### src/sv/ilp_pkg.sv
// Package for the integer literal parser: request types and shared constants.
// Used by every module of the block; depends on nothing else.
package ilp_pkg;

  localparam int unsigned VALUE_W = 63;

  typedef struct packed {
    logic [7:0] char_code;
    logic       is_last;
  } ilp_in_t;

  typedef struct packed {
    logic [VALUE_W-1:0] value;
    logic               parse_error;
  } ilp_out_t;

  // Largest accumulator that can still take one more decimal digit, and the
  // largest digit allowed when the accumulator sits exactly at that limit.
  localparam logic [VALUE_W-1:0] DEC_LIMIT      = 63'd922337203685477580;
  localparam logic [3:0]         DEC_LAST_DIGIT = 4'd7;

  localparam logic [7:0] CH_ZERO  = 8'h30;
  localparam logic [7:0] CH_NINE  = 8'h39;
  localparam logic [7:0] CH_A_LO  = 8'h61;
  localparam logic [7:0] CH_F_LO  = 8'h66;
  localparam logic [7:0] CH_A_UP  = 8'h41;
  localparam logic [7:0] CH_F_UP  = 8'h46;
  localparam logic [7:0] CH_X_LO  = 8'h78;
  localparam logic [7:0] CH_X_UP  = 8'h58;

  localparam logic [1:0] POS_FIRST  = 2'd0;
  localparam logic [1:0] POS_SECOND = 2'd1;
  localparam logic [1:0] POS_LATER  = 2'd2;

endpackage

### src/sv/ilp_in_reg.sv
// Input register of the integer literal parser.
// Holds one accepted character request until the parse stage consumes it; uses ilp_pkg.
module ilp_in_reg (
  input  logic             clk,
  input  logic             rst_n,
  input  logic             in_valid,
  input  ilp_pkg::ilp_in_t in_item,
  output logic             in_ready,
  input  logic             consume,
  output logic             held_valid,
  output ilp_pkg::ilp_in_t held_item
);
  import ilp_pkg::*;

  logic     valid_r;
  logic     valid_nxt;
  ilp_in_t  item_r;

  // The register frees up in the same cycle that its content is consumed.
  assign in_ready  = !valid_r || consume;
  assign valid_nxt = (in_valid && in_ready) || (valid_r && !consume);

  always_ff @(posedge clk) begin
    if (!rst_n) begin
      valid_r <= 1'b0;
    end else begin
      valid_r <= valid_nxt;
    end
  end

  always_ff @(posedge clk) begin
    if (in_valid && in_ready) begin
      item_r <= in_item;
    end
  end

  assign held_valid = valid_r;
  assign held_item  = item_r;

endmodule

### src/sv/ilp_accum.sv
// Parse stage of the integer literal parser: prefix detection, digit decode,
// overflow check and the per-literal state registers. Uses ilp_pkg.
module ilp_accum (
  input  logic              clk,
  input  logic              rst_n,
  input  logic              step,
  input  ilp_pkg::ilp_in_t  item,
  output ilp_pkg::ilp_out_t result
);
  import ilp_pkg::*;

  logic [VALUE_W-1:0] acc_r, acc_nxt;
  logic               hex_r, hex_nxt;
  logic [1:0]         pos_r, pos_nxt;
  logic               fz_r, fz_nxt;
  logic               err_r, err_nxt;

  logic               is_dec, is_hex_lo, is_hex_up, bad_digit, overflow, prefix;
  logic [3:0]         digit;
  logic [VALUE_W-1:0] acc_x16, acc_x10, acc_upd, digit_ext;
  logic               take_digit;
  logic               err_upd;

  always_comb begin
    is_dec    = (item.char_code >= CH_ZERO) && (item.char_code <= CH_NINE);
    is_hex_lo = hex_r && (item.char_code >= CH_A_LO) && (item.char_code <= CH_F_LO);
    is_hex_up = hex_r && (item.char_code >= CH_A_UP) && (item.char_code <= CH_F_UP);
    bad_digit = !(is_dec || is_hex_lo || is_hex_up);

    if (is_hex_lo) begin
      digit = 4'(item.char_code - CH_A_LO + 8'd10);
    end else if (is_hex_up) begin
      digit = 4'(item.char_code - CH_A_UP + 8'd10);
    end else begin
      digit = 4'(item.char_code - CH_ZERO);
    end
    digit_ext = {{(VALUE_W-4){1'b0}}, digit};

    // A hex digit never overflows unless the top four bits are in use.
    if (hex_r) begin
      overflow = (acc_r[VALUE_W-1:VALUE_W-4] != 4'd0);
    end else begin
      overflow = (acc_r > DEC_LIMIT) || ((acc_r == DEC_LIMIT) && (digit > DEC_LAST_DIGIT));
    end

    acc_x16 = {acc_r[VALUE_W-5:0], 4'b0000} | digit_ext;
    acc_x10 = {acc_r[VALUE_W-4:0], 3'b000} + {acc_r[VALUE_W-2:0], 1'b0} + digit_ext;

    prefix = !err_r && (pos_r == POS_SECOND) && fz_r && !item.is_last &&
             ((item.char_code == CH_X_LO) || (item.char_code == CH_X_UP));

    take_digit = !err_r && !prefix && !bad_digit && !overflow;
    acc_upd    = take_digit ? (hex_r ? acc_x16 : acc_x10) : acc_r;
    err_upd    = err_r || (!prefix && (bad_digit || overflow));
  end

  always_comb begin
    acc_nxt = acc_r;
    hex_nxt = hex_r;
    pos_nxt = pos_r;
    fz_nxt  = fz_r;
    err_nxt = err_r;
    if (step) begin
      if (item.is_last) begin
        acc_nxt = '0;
        hex_nxt = 1'b0;
        pos_nxt = POS_FIRST;
        fz_nxt  = 1'b0;
        err_nxt = 1'b0;
      end else begin
        acc_nxt = acc_upd;
        hex_nxt = hex_r || prefix;
        pos_nxt = (pos_r == POS_LATER) ? POS_LATER : pos_r + 2'd1;
        fz_nxt  = fz_r || (!err_r && (pos_r == POS_FIRST) && (item.char_code == CH_ZERO));
        err_nxt = err_upd;
      end
    end
  end

  assign result.value       = err_upd ? '0 : acc_upd;
  assign result.parse_error = err_upd;

  always_ff @(posedge clk) begin
    if (!rst_n) begin
      acc_r <= '0;
      hex_r <= 1'b0;
      pos_r <= POS_FIRST;
      fz_r  <= 1'b0;
      err_r <= 1'b0;
    end else begin
      acc_r <= acc_nxt;
      hex_r <= hex_nxt;
      pos_r <= pos_nxt;
      fz_r  <= fz_nxt;
      err_r <= err_nxt;
    end
  end

  a_clear_after_last: assert property (@(posedge clk) disable iff (!rst_n)
    step && item.is_last |=> (pos_r == POS_FIRST) && !err_r && !hex_r && (acc_r == '0))
    else $error("parse state not cleared after last character");

  a_hex_needs_zero: assert property (@(posedge clk) disable iff (!rst_n)
    hex_r |-> fz_r && (pos_r == POS_LATER))
    else $error("hex mode without leading zero prefix");

  a_fresh_is_empty: assert property (@(posedge clk) disable iff (!rst_n)
    (pos_r == POS_FIRST) |-> (acc_r == '0) && !err_r && !fz_r)
    else $error("state not empty at literal start");

  a_error_zero_value: assert property (@(posedge clk) disable iff (!rst_n)
    result.parse_error |-> (result.value == '0))
    else $error("nonzero value reported with an error");

endmodule

### src/sv/ilp_out_reg.sv
// Result register of the integer literal parser.
// Holds one finished result request until the receiver takes it; uses ilp_pkg.
module ilp_out_reg (
  input  logic              clk,
  input  logic              rst_n,
  input  logic              load,
  input  ilp_pkg::ilp_out_t load_item,
  output logic              slot_free,
  output logic              out_valid,
  input  logic              out_ready,
  output ilp_pkg::ilp_out_t out_item
);
  import ilp_pkg::*;

  logic     valid_r;
  logic     valid_nxt;
  ilp_out_t item_r;

  assign slot_free = !valid_r || out_ready;
  assign valid_nxt = load || (valid_r && !out_ready);

  always_ff @(posedge clk) begin
    if (!rst_n) begin
      valid_r <= 1'b0;
    end else begin
      valid_r <= valid_nxt;
    end
  end

  always_ff @(posedge clk) begin
    if (load) begin
      item_r <= load_item;
    end
  end

  assign out_valid = valid_r;
  assign out_item  = item_r;

endmodule

### src/sv/int_literal_parser_top.sv
// Top level of the integer literal parser: input register, parse stage and
// result register. Depends on ilp_pkg, ilp_in_reg, ilp_accum and ilp_out_reg.
//
// Usage: characters of one integer literal arrive on the input channel
// (in_valid / in_ready / in_item), one request per character, with is_last
// set on the final one. A literal starting with "0x" or "0X" and followed by
// more characters is hexadecimal; anything else is decimal. After the last
// character one result request leaves on the output channel (out_valid /
// out_ready / out_item) with the value, or zero and parse_error set on a bad
// digit, a bare prefix, or a value above the largest signed 64-bit number.
//
// Throughput is one character per cycle unless a last character waits for
// the result slot: the parse stage is one pass of digit decode, a
// shift-and-add by ten or sixteen and a limit compare. The result of a last
// character passes through the input and result registers to out_valid.
//
// When the receiver stalls, characters that are not last keep flowing; a
// last character waits in the input register until the result slot frees.
// Synchronous active-low reset empties both registers and clears the parse
// state, so the next character starts a new literal.
module int_literal_parser_top (
  input  logic              clk,
  input  logic              rst_n,
  input  logic              in_valid,
  output logic              in_ready,
  input  ilp_pkg::ilp_in_t  in_item,
  output logic              out_valid,
  input  logic              out_ready,
  output ilp_pkg::ilp_out_t out_item
);
  import ilp_pkg::*;

  logic     held_valid;
  ilp_in_t  held_item;
  logic     slot_free;
  logic     step;
  ilp_out_t result;

  // A character is processed whenever one is held, except that a last
  // character must also find room in the result register.
  assign step = held_valid && (!held_item.is_last || slot_free);

  ilp_in_reg u_in_reg (
    .clk        (clk),
    .rst_n      (rst_n),
    .in_valid   (in_valid),
    .in_item    (in_item),
    .in_ready   (in_ready),
    .consume    (step),
    .held_valid (held_valid),
    .held_item  (held_item)
  );

  ilp_accum u_accum (
    .clk    (clk),
    .rst_n  (rst_n),
    .step   (step),
    .item   (held_item),
    .result (result)
  );

  ilp_out_reg u_out_reg (
    .clk       (clk),
    .rst_n     (rst_n),
    .load      (step && held_item.is_last),
    .load_item (result),
    .slot_free (slot_free),
    .out_valid (out_valid),
    .out_ready (out_ready),
    .out_item  (out_item)
  );

endmodule
### config.mk
export PLATFORM = sky130hd
export DESIGN_NAME = int_literal_parser_top
export DESIGN_NICKNAME = d
export VERILOG_FILES = /design/src/sv/ilp_pkg.sv /design/src/sv/ilp_in_reg.sv /design/src/sv/ilp_accum.sv /design/src/sv/ilp_out_reg.sv /design/src/sv/int_literal_parser_top.sv
export SDC_FILE = /design/constraint.sdc
export NUM_CORES = 1
export LEC_CHECK = 0
export ABC_AREA = 1
export BUFFER_PORTS_ARGS = -buffer_cell sky130_fd_sc_hd__buf_2
export CAP_MARGIN = 15
export CORE_MARGIN = 2
export CORE_UTILIZATION = 50
export DETAILED_ROUTE_END_ITERATION = 8
export PLACE_DENSITY = 0.71
export SLEW_MARGIN = 10
export SYNTH_ARGS = -nofsm -noshare
export SYNTH_HDL_FRONTEND = slang
export SYNTH_HIERARCHICAL = 1
export SYNTH_SLANG_ARGS = --single-unit
### constraint.sdc
create_clock -name clk -period 3.4 [get_ports clk]
set_input_delay 0.51 -clock clk [delete_from_list [all_inputs] [get_ports clk]]
set_output_delay 0.51 -clock clk [all_outputs]
set_load 0.1 [all_outputs]
After elaboration in Yosys (flattened, before gate mapping). Index checks and enable logic that the tools add are counted.

Input port bits: 13. Word-level logic and storage cells: 90. Bits in registers: 143.

Equality and inequality tests: 6. Reductions and logical operators: 45. Muxes and demuxes: 11. Add/sub/neg operators: 8. Bitwise logic cells: 1. Order comparisons: 8.

Operators by type and width (number): $mux 63 (3); $add 63x4->63 (1); $add 63x63->63 (1); $eq 63x60->1 const B (1); $gt 63x60->1 const B (1); $or 63x4->63 (1); $logic_and 1x1->1 (21); $eq 8x7->1 const B (2); $ge 8x7->1 const B (2); $le 8x7->1 const B (2); $logic_or 1x1->1 (13); $sub 4x1->4 const B (3); $logic_not 1->1 (9); $add 4x4->4 const B (2); $eq 8x6->1 const B (1); $ge 8x6->1 const B (1); $le 8x6->1 const B (1); $mux 4 (2); $gt 4x3->1 const B (1); $mux 1 (4); $mux 2 (2); $reduce_bool 4->1 (1); $add 2x1->2 const B (1); $eq 2x1->1 const B (1); other kinds (2) (2).

Depth between registers and ports, before layout. Gate-level depths: netlist of run 1.

Depth in word-level cells: 13. Depth in mapped cells: 27. Depth with buffers taken out: 27.

Modules after synthesis. The synthesis of run 1 kept the hierarchy.

By module, submodules not included: ilp_accum (sequential area each 1361.3 um^2, area an instance 11219.5 um^2, cells an instance 2132, instances 1); ilp_out_reg (sequential area each 1941.9 um^2, area an instance 1968.1 um^2, cells an instance 70, instances 1); ilp_in_reg (sequential area each 290.3 um^2, area an instance 321.6 um^2, cells an instance 16, instances 1); int_literal_parser_top (sequential area each 0.0 um^2, area an instance 25.0 um^2, cells an instance 5, instances 1).

Least setup slack after synthesis of run 1. Ideal clock, no wire load.

Path type: reg-to-reg. Start point: register u_in_reg.item_r (netlist bit u_in_reg/held_item[1]). End point: register u_out_reg.item_r (netlist bit u_out_reg/out_item[35]), data pin. Setup time: 257 ps. Slack: -34 ps. Stages on the path, launching flop included: 26. Arrival time: 3178 ps. Path buffers: 0. Required time: 3143 ps. Cell sequence: edfxtp_1 > inv_1 > ha_1 > nand2_1 > o21ai_2 > nor2_4 > nand2_1 > xor2_1 > ha_1 > ha_1 > inv_1 > fa_1 > inv_1 > nand3_1 > nand3_1 > nand3_1 > nand2_1 > nand2_1 > nand2_1 > nand2_1 > nand3_1 > nand2_1 > nor2_1 > o21ai_1 > inv_1 > nor2_1.

Word-level cells in the longest chain between the ends: 12. Elaborated cells on any way between the ends: 40. Classes of those cells: add/sub: 6; order compare: 7; eq/ne: 2; mux: 5; reduce/logical: 20.

RTL lines: start, declared (RTL line ilp_in_reg.sv:17) `ilp_in_t item_r;`; start signal, assigned (RTL line ilp_in_reg.sv:33) `item_r <= in_item;`; parallel branches: the longest is 12 deep, another holds $add 63x4->63; end signal, assigned (RTL line ilp_out_reg.sv:32) `item_r <= load_item;`; end, declared (RTL line ilp_out_reg.sv:17) `ilp_out_t item_r;`.

Parallel ways; which one is timed is not known. A chain may end at the register's enable or synchronous reset.

Worst setup path in the final report of run 1.
Start point: register u_in_reg.item_r (netlist bit u_in_reg/held_item[2]). End point: register u_accum.acc_r[18].

Word-level cells in the longest chain between the ends: 13. Elaborated cells on any way between the ends: 37. Classes of those cells: add/sub: 6; order compare: 7; eq/ne: 2; mux: 6; reduce/logical: 16.

RTL lines: parallel branches: the longest is 11 deep, another holds $add 63x4->63; $mux 63 * (RTL line ilp_accum.sv:53) `acc_upd = take_digit ? (hex_r ? acc_x16 : acc_x10) : acc_r;`; $mux 63 * (RTL line ilp_accum.sv:64) `if (item.is_last) begin`; end signal, assigned (RTL line ilp_accum.sv:91) `acc_r <= acc_nxt;`; end, declared (RTL line ilp_accum.sv:12) `logic [VALUE_W-1:0] acc_r, acc_nxt;`.

Mark *: on every way between the ends.

==> results.ini, run 1 <==
[run_status]
outcome=finished with violations
violations=setup timing

[final_layout]
area_growth_pct=22.57
num-nets-final=2506
drive_gt1_share_pct=18.50
multiInputGateArea_um2=9379
seq_area_um2=3595
num-fill-cells=2542
fin_cells=2720

[clock_tree]
cts.sinks=143
clock_latency_ns=0.45
cts_tree=built
cts-root-buf=clkbuf_16
ctsHoldBuffers=0
cts_buffers=17
cts.htree.levels=4
clk_pin_slew_ns=0.06
clockBufferDepth=2

[pwr]
p_leak_nw=8.616
clkPwrFrac_pct=44.1
peakVddDrop_mv=0.4345
power_density_nw_per_um2=257.4
internal-power_w=0.003018
power.share.combinational_pct=12.1
swShare_pct=29.33
p_seq_share_pct=43.8
p_sw_w=0.001253

[synthesis]
yosys.area.top_type_share_pct=22.08
yosys.area.top_type=nand2_1
yosysSeqAreaShare_pct=26.55
synth.most_common_cell=nand2_1
synthCells=2223
ys_seq_elements=143
synth_fa_ha_area_share_pct=11.80
synth_warnings=6
synth_compound_gate_area_share_pct=10.14
synth.cell_area_um2=13530
synthFlopType=edfxtp_1
synth_mux_area_share_pct=0
synth_xor_area_share_pct=1.230
syn_area_per_cell_um2=6.088
synthSimpleGateAreaFrac_pct=38.56
synthTopCellsByArea=nand2_1, edfxtp_1, ha_1
netlist_top_cells_count=nand2_1, inv_1, nor2_1
synth_top_family_by_area=simple AND/OR/NAND/NOR gates
synth_fp_nets=2363
async_reset_ff_share_pct=0
synth.distinct_cells=41
synth_edf_count=73

[critical_path]
critPathKind=reg2reg
startpoint_type=flop
cp.arrival_ns=3.98
required_ns=3.77
critPathMaxFanout=6
cp-end-kind=flop

[floorplanning]
core_um2=26800
initial_core_util_pct=50.50
dieArea_um2=28400
placementRows=60
io_pins=79
die_y_um=168.5
die_w_um=168.5

[global_routing]
grt_max_degree=68
grt_usage_pct=33.76
grt_pass1_wl_mm=74.10
grt_overflow=0
grt_pass1_vias=13620
antenna_found_initial=0

[drt]
vias=14780
viasPerCell=5.435
routed_wirelength_mm=48.82
post_drt_wl_per_cell_um=17.95
drc=0
first_pass_iters=5
ant_nets=0
drt-initial-drc-count=1287

[timing]
fmax_mhz=277.5
fin_worst_skew_ns=0.01917
worstMarginPinSlew_ns=1.016
rsz0062_at_grt=true
hold_ws_ns=0.2424
hold_viol=0
post-route-worst-setup-slack_ns=-0.2039
relSlewSlack_pct=32.30
slew_violations=0
final-setup-viol-count=67
finalCriticalPeriod_ns=3.604
fin_crit_sh_pct=106.0

[place]
place_inst=2664
numPortBuffers=78
hpwl_mm=36.25
globalplace.congestion=0.9661

[job]
cap_viol_max_count=0

[min_path]
hp-class=in2reg

==> critical path, stage by stage (launching register included) <==
cell and delay, ns:
edfxtp_1 0.42, inv_2 0.13, ha_4 0.17, nand2_4 0.07, o21ai_4 0.17, nor2_4 0.06, buf_6 0.14, o21ai_4 0.21
ha_4 0.17, ha_4 0.13, inv_2 0.04, fa_2 0.35, inv_2 0.09, nand3_4 0.08, nand3_4 0.11, nand3_2 0.10
nand2_4 0.10, nand2_2 0.07, nand2_4 0.12, xor2_2 0.19, nand2_1 0.08, nand2_1 0.12, nand2_1 0.08, o21ai_2 0.08
nand2_1 0.10, a21oi_2 0.14
==> registers in the layout, indices dropped and copies added (netlist names), 2 cells and up <==
name and count:
u_accum/pos_r 2, u_out_reg/out_item 64, u_accum/acc_r 63, u_in_reg/held_item 9
==> logic make-up (layout without fill, tap and decap cells) <==
logic type               count (synthesis)  count (layout)
AO/OA/AOI/OAI                          255             255
XOR/XNOR                                19              19
adder cells (fa/ha/maj)                127             127
flip-flops                             143             143
AND/OR/NAND/NOR                       1269            1269
buffers and inverters                  410             565
other                                    0               1
==> final timing paths <==
| kind | from | end | slack (ns) | depth (start not counted) |
|---|---|---|---|---|
| worst max-delay path | u_in_reg/held_item[2] | u_accum/acc_r[18] | -0.20 | 25 |
| worst min-delay path | in_item[4] | u_in_reg/held_item[4] | 0.24 | 1 |
| worst max register to register | u_in_reg/held_item[2] | u_accum/acc_r[18] | -0.20 | 25 |
| worst min register to register | u_accum/pos_r[1] | u_accum/pos_r[1] | 0.48 | 2 |
==> metal layers <==
| layer | share of wire [%] | track usage (%) |
|---|---|---|
| met5 | 0 | 0 |
| met4 | 2.0 | 8.358 |
| met3 | 7.5 | 5.191 |
| met2 | 44 | 53.77 |
| met1 | 46 | 48.05 |
==> repair_timing <==
action | in CTS | in global routing
setup buffers | 10 | 16
pin swaps | 35 | 115
resized for setup | 76 | 207
endpoints found under the setup margin | 97 | 113
endpoints found under the hold margin | 0 | 0
==> cell usage in the layout, fill, tap and decap left out, types with 7 or more instances in the layout <==
master / netlist / layout
nand2_1: 796 / 714
inv_1: 340 / 333
nor2_1: 239 / 231
a21oi_1: 163 / 146
ha_1: 126 / 120
nand3_1: 147 / 96
buf_2: 14 / 78
edfxtp_1: 73 / 73
buf_4: 2 / 71
dfxtp_1: 70 / 69
nand2_2: 3 / 57
nand3_2: 1 / 37
o21ai_0: 54 / 36
nand2_4: 0 / 27
buf_6: 3 / 26
inv_2: 16 / 23
nand4_1: 20 / 20
a21oi_2: 3 / 19
clkbuf_16: 0 / 18
nand3b_1: 17 / 17
o21ai_1: 7 / 17
nor3_1: 16 / 16
o21ai_2: 10 / 16
nand3_4: 0 / 15
o21bai_1: 12 / 12
or2_1: 11 / 11
xor2_1: 16 / 9
nor2_4: 3 / 7
==> cell type report <==
class | count | share of cell area [%]
clock inverter | 11 | 0.6336
tap | 341 | 2.572
sequential | 143 | 21.67
antenna | 1 | 0.01509
clock buffer | 20 | 2.821
timing repair buffer | 178 | 7.693
inverter | 356 | 8.056
multi-input combinational | 1670 | 56.54
==> power by group through the flow <==
stage	combinational (W)	sequential (W)	clock [W]
after floorplan	0.000142	0.00213	0
after global placement	0.000469	0.00191	0
after detailed placement	0.000473	0.00191	0
after CTS	0.000488	0.00187	0.00190
after global routing	0.000536	0.00187	0.00197
final	0.000516	0.00187	0.00188
==> stage by stage <==
stage	cell area (um2)	util, %	setup WS (ns)	TNS [ns]	total power (W)
final	16590	61.90	-0.2039	-5.304	0.004271
after global routing	16590	61.89	-0.3509	-18.60	0.004377
after CTS	15630	58.31	-0.06001	-1.008	0.004261
after detailed placement	14720	54.93	-0.4271	-20.13	0.002380
after global placement	14720	54.93	-0.2203	-5.304	0.002376
after floorplan	13540	-	0.02612	0	0.002271
Note: power is estimated with default switching activity, not from simulation.
==> run 2, diff against run 1 <==
--- a/config.mk
+++ b/config.mk
@@ -8,6 +8,7 @@
 export ABC_AREA = 1
 export BUFFER_PORTS_ARGS = -buffer_cell sky130_fd_sc_hd__buf_2
 export CAP_MARGIN = 15
+export CORE_ASPECT_RATIO = 1.75
 export CORE_MARGIN = 2
 export CORE_UTILIZATION = 50
 export DETAILED_ROUTE_END_ITERATION = 8
==> results.ini, run 2 (synthesis results as in run 1) <==
[run_status]
outcome=finished with violations  ; unchanged
violations=setup timing  ; unchanged

[clock_tree]
clk_pin_slew_ns=0.06  ; about the same
cts_buffers=17  ; unchanged
cts.sinks=143  ; unchanged
cts-root-buf=clkbuf_16  ; unchanged
clockBufferDepth=2  ; unchanged
clock_latency_ns=0.45  ; about the same
cts_tree=built  ; unchanged
cts.htree.levels=4  ; unchanged
ctsHoldBuffers=0  ; unchanged

[timing]
slew_violations=0  ; unchanged
fin_worst_skew_ns=0.01151  ; was 0.01917 ns
worstMarginPinSlew_ns=0.9667  ; was 1.016 ns
final-setup-viol-count=24  ; was 67
fmax_mhz=284.9  ; was 277.5 MHz
post-route-worst-setup-slack_ns=-0.1100  ; was -0.2039 ns
fin_crit_sh_pct=103.2  ; was 106.0%
relSlewSlack_pct=35.02  ; was 32.30%
finalCriticalPeriod_ns=3.510  ; was 3.604 ns
hold_viol=0  ; unchanged
rsz0062_at_grt=true  ; unchanged
hold_ws_ns=0.2392  ; was 0.2424 ns

[job]
cap_viol_max_count=0  ; unchanged

[critical_path]
crit_slowest_cell=edfxtp_1  ; unchanged
critPathMaxStageDelay_ns=0.40  ; was 0.42 ns
cp_cell_sequence=inv_2 > ha_4 > o21ai_4 > nor2_4 > nand2_2 > xor2_2 > ha_1 > ha_2 > inv_2 > fa_2 > inv_2 > nand3_4 > nand3_4 > nand3_2 > nand2_4 > nand3_1 > nand4_1 > nand3_1 > nand2_1 > nand2_1 > nand2_1 > a21oi_1
required_ns=3.69  ; was 3.77 ns
startpoint_type=flop  ; unchanged
critPathTopFamily=simple AND/OR/NAND/NOR gates  ; unchanged
critPathMaxFanout=5  ; was 6
crit_buf_inv=3  ; was 4
cp.arrival_ns=3.80  ; was 3.98 ns
cp-end-kind=flop  ; unchanged
critPathKind=reg2reg  ; unchanged

[final_layout]
num-nets-final=2490  ; was 2506
largest_register_ffs=64  ; unchanged
layout_commonest_cell=nand2_1  ; unchanged
area_growth_pct=19.17  ; was 22.57%
final_cell_mix=nand2_1, inv_1, nor2_1  ; unchanged
drive_gt1_share_pct=15.91  ; was 18.50%
antennaDiodeCount=0  ; was 1
fin_area_um2=16130  ; was 16590 um2
num-fill-cells=2641  ; was 2542

[drt]
drc=0  ; unchanged
viasPerCell=5.453  ; was 5.435
routed_wirelength_mm=51.48  ; was 48.82 mm
ant_nets=0  ; unchanged
vias=14650  ; was 14780
post_drt_wl_per_cell_um=19.16  ; was 17.95 um
first_pass_iters=6  ; was 5
drt-initial-drc-count=1052  ; was 1287

[global_routing]
grt_usage_pct=35.29  ; was 33.76%
grt_max_degree=73  ; was 68
grt_pass1_vias=14230  ; was 13620
grt_pass1_wl_mm=76.42  ; was 74.10 mm
antenna_found_initial=0  ; unchanged
grt_overflow=0  ; unchanged

[floorplanning]
placementRows=79  ; was 60
dieArea_um2=28450  ; was 28400 um2
die_w_um=128.4  ; was 168.5 um
core_um2=26590  ; was 26800 um2
io_pins=79  ; unchanged
die_y_um=221.6  ; was 168.5 um
initial_core_util_pct=50.90  ; was 50.50%

[pwr]
p_leak_nw=8.429  ; was 8.616 nW
peakVddDrop_mv=0.3361  ; was 0.4345 mV
power_density_nw_per_um2=265.5  ; was 257.4 nW/um2

[min_path]
hp-class=in2reg  ; unchanged

[place]
globalplace.congestion=0.9969  ; was 0.9661
place_area_um2=14630  ; was 14720 um2
hpwl_mm=38.83  ; was 36.25 mm
numPortBuffers=78  ; unchanged

## run 2: worst paths after layout
check                   startpoint                    end  slack (ns)  depth (start not counted)
max          u_in_reg/held_item[2]      u_accum/acc_r[42]       -0.11                         22
min                     in_item[5]  u_in_reg/held_item[5]        0.24                          1
max reg2reg  u_in_reg/held_item[2]      u_accum/acc_r[42]       -0.11                         22
min reg2reg       u_accum/pos_r[1]       u_accum/pos_r[1]        0.49                          2
## run 2: cell type report
cell class	instances	area, um2	share of cell area, %
inverters	356	1336	8.285
clock buffers	19	442.9	2.746
multi-input cells	1671	9123	56.56
well taps	324	405.4	2.513
clock inverters	13	138.9	0.8611
repair buffers	161	1089	6.749
flip-flops and latches	143	3595	22.29
## run 2: repair_timing
| item | 4_1_cts | 5_1_grt |
|---|---|---|
| resized for setup | 90 | 112 |
| cloned | 0 | 1 |
| buffers inserted | 8 | 11 |
| endpoints found under the setup margin | 98 | 111 |
| pin swaps | 53 | 73 |
## run 2: metal layers
metal | wire (um) | track usage, %
met3 | 1984 | 3.982
met5 | 0 | 0
met1 | 18610 | 35.81
met2 | 27440 | 67.24
met4 | 3440 | 21.09
## run 2: where the power goes
group / internal, W / switching [W] / leakage, nW
combinational: 0.0000923 / 0.000415 / 6.94
clock: 0.00110 / 0.000804 / 0.273
sequential: 0.00185 / 0.0000213 / 1.22
total: 0.00304 / 0.00124 / 8.43
## run 2: per-stage QoR
step / setup WS [ns] / power (W) / utilization, % / std cells / setup TNS [ns]
6_report: -0.1100 / 0.004282 / 60.66 / 2687 / -1.134
3_3_place_gp: -0.3260 / 0.002382 / 55.01 / 2637 / -8.366
5_1_grt: -0.3028 / 0.004383 / 60.66 / 2687 / -11.76
2_1_floorplan: 0.02612 / 0.002271 / - / 2223 / 0
3_5_place_dp: -0.4758 / 0.002389 / 55.01 / 2637 / -19.04
4_1_cts: -0.1067 / 0.004285 / 58.63 / 2677 / -1.494
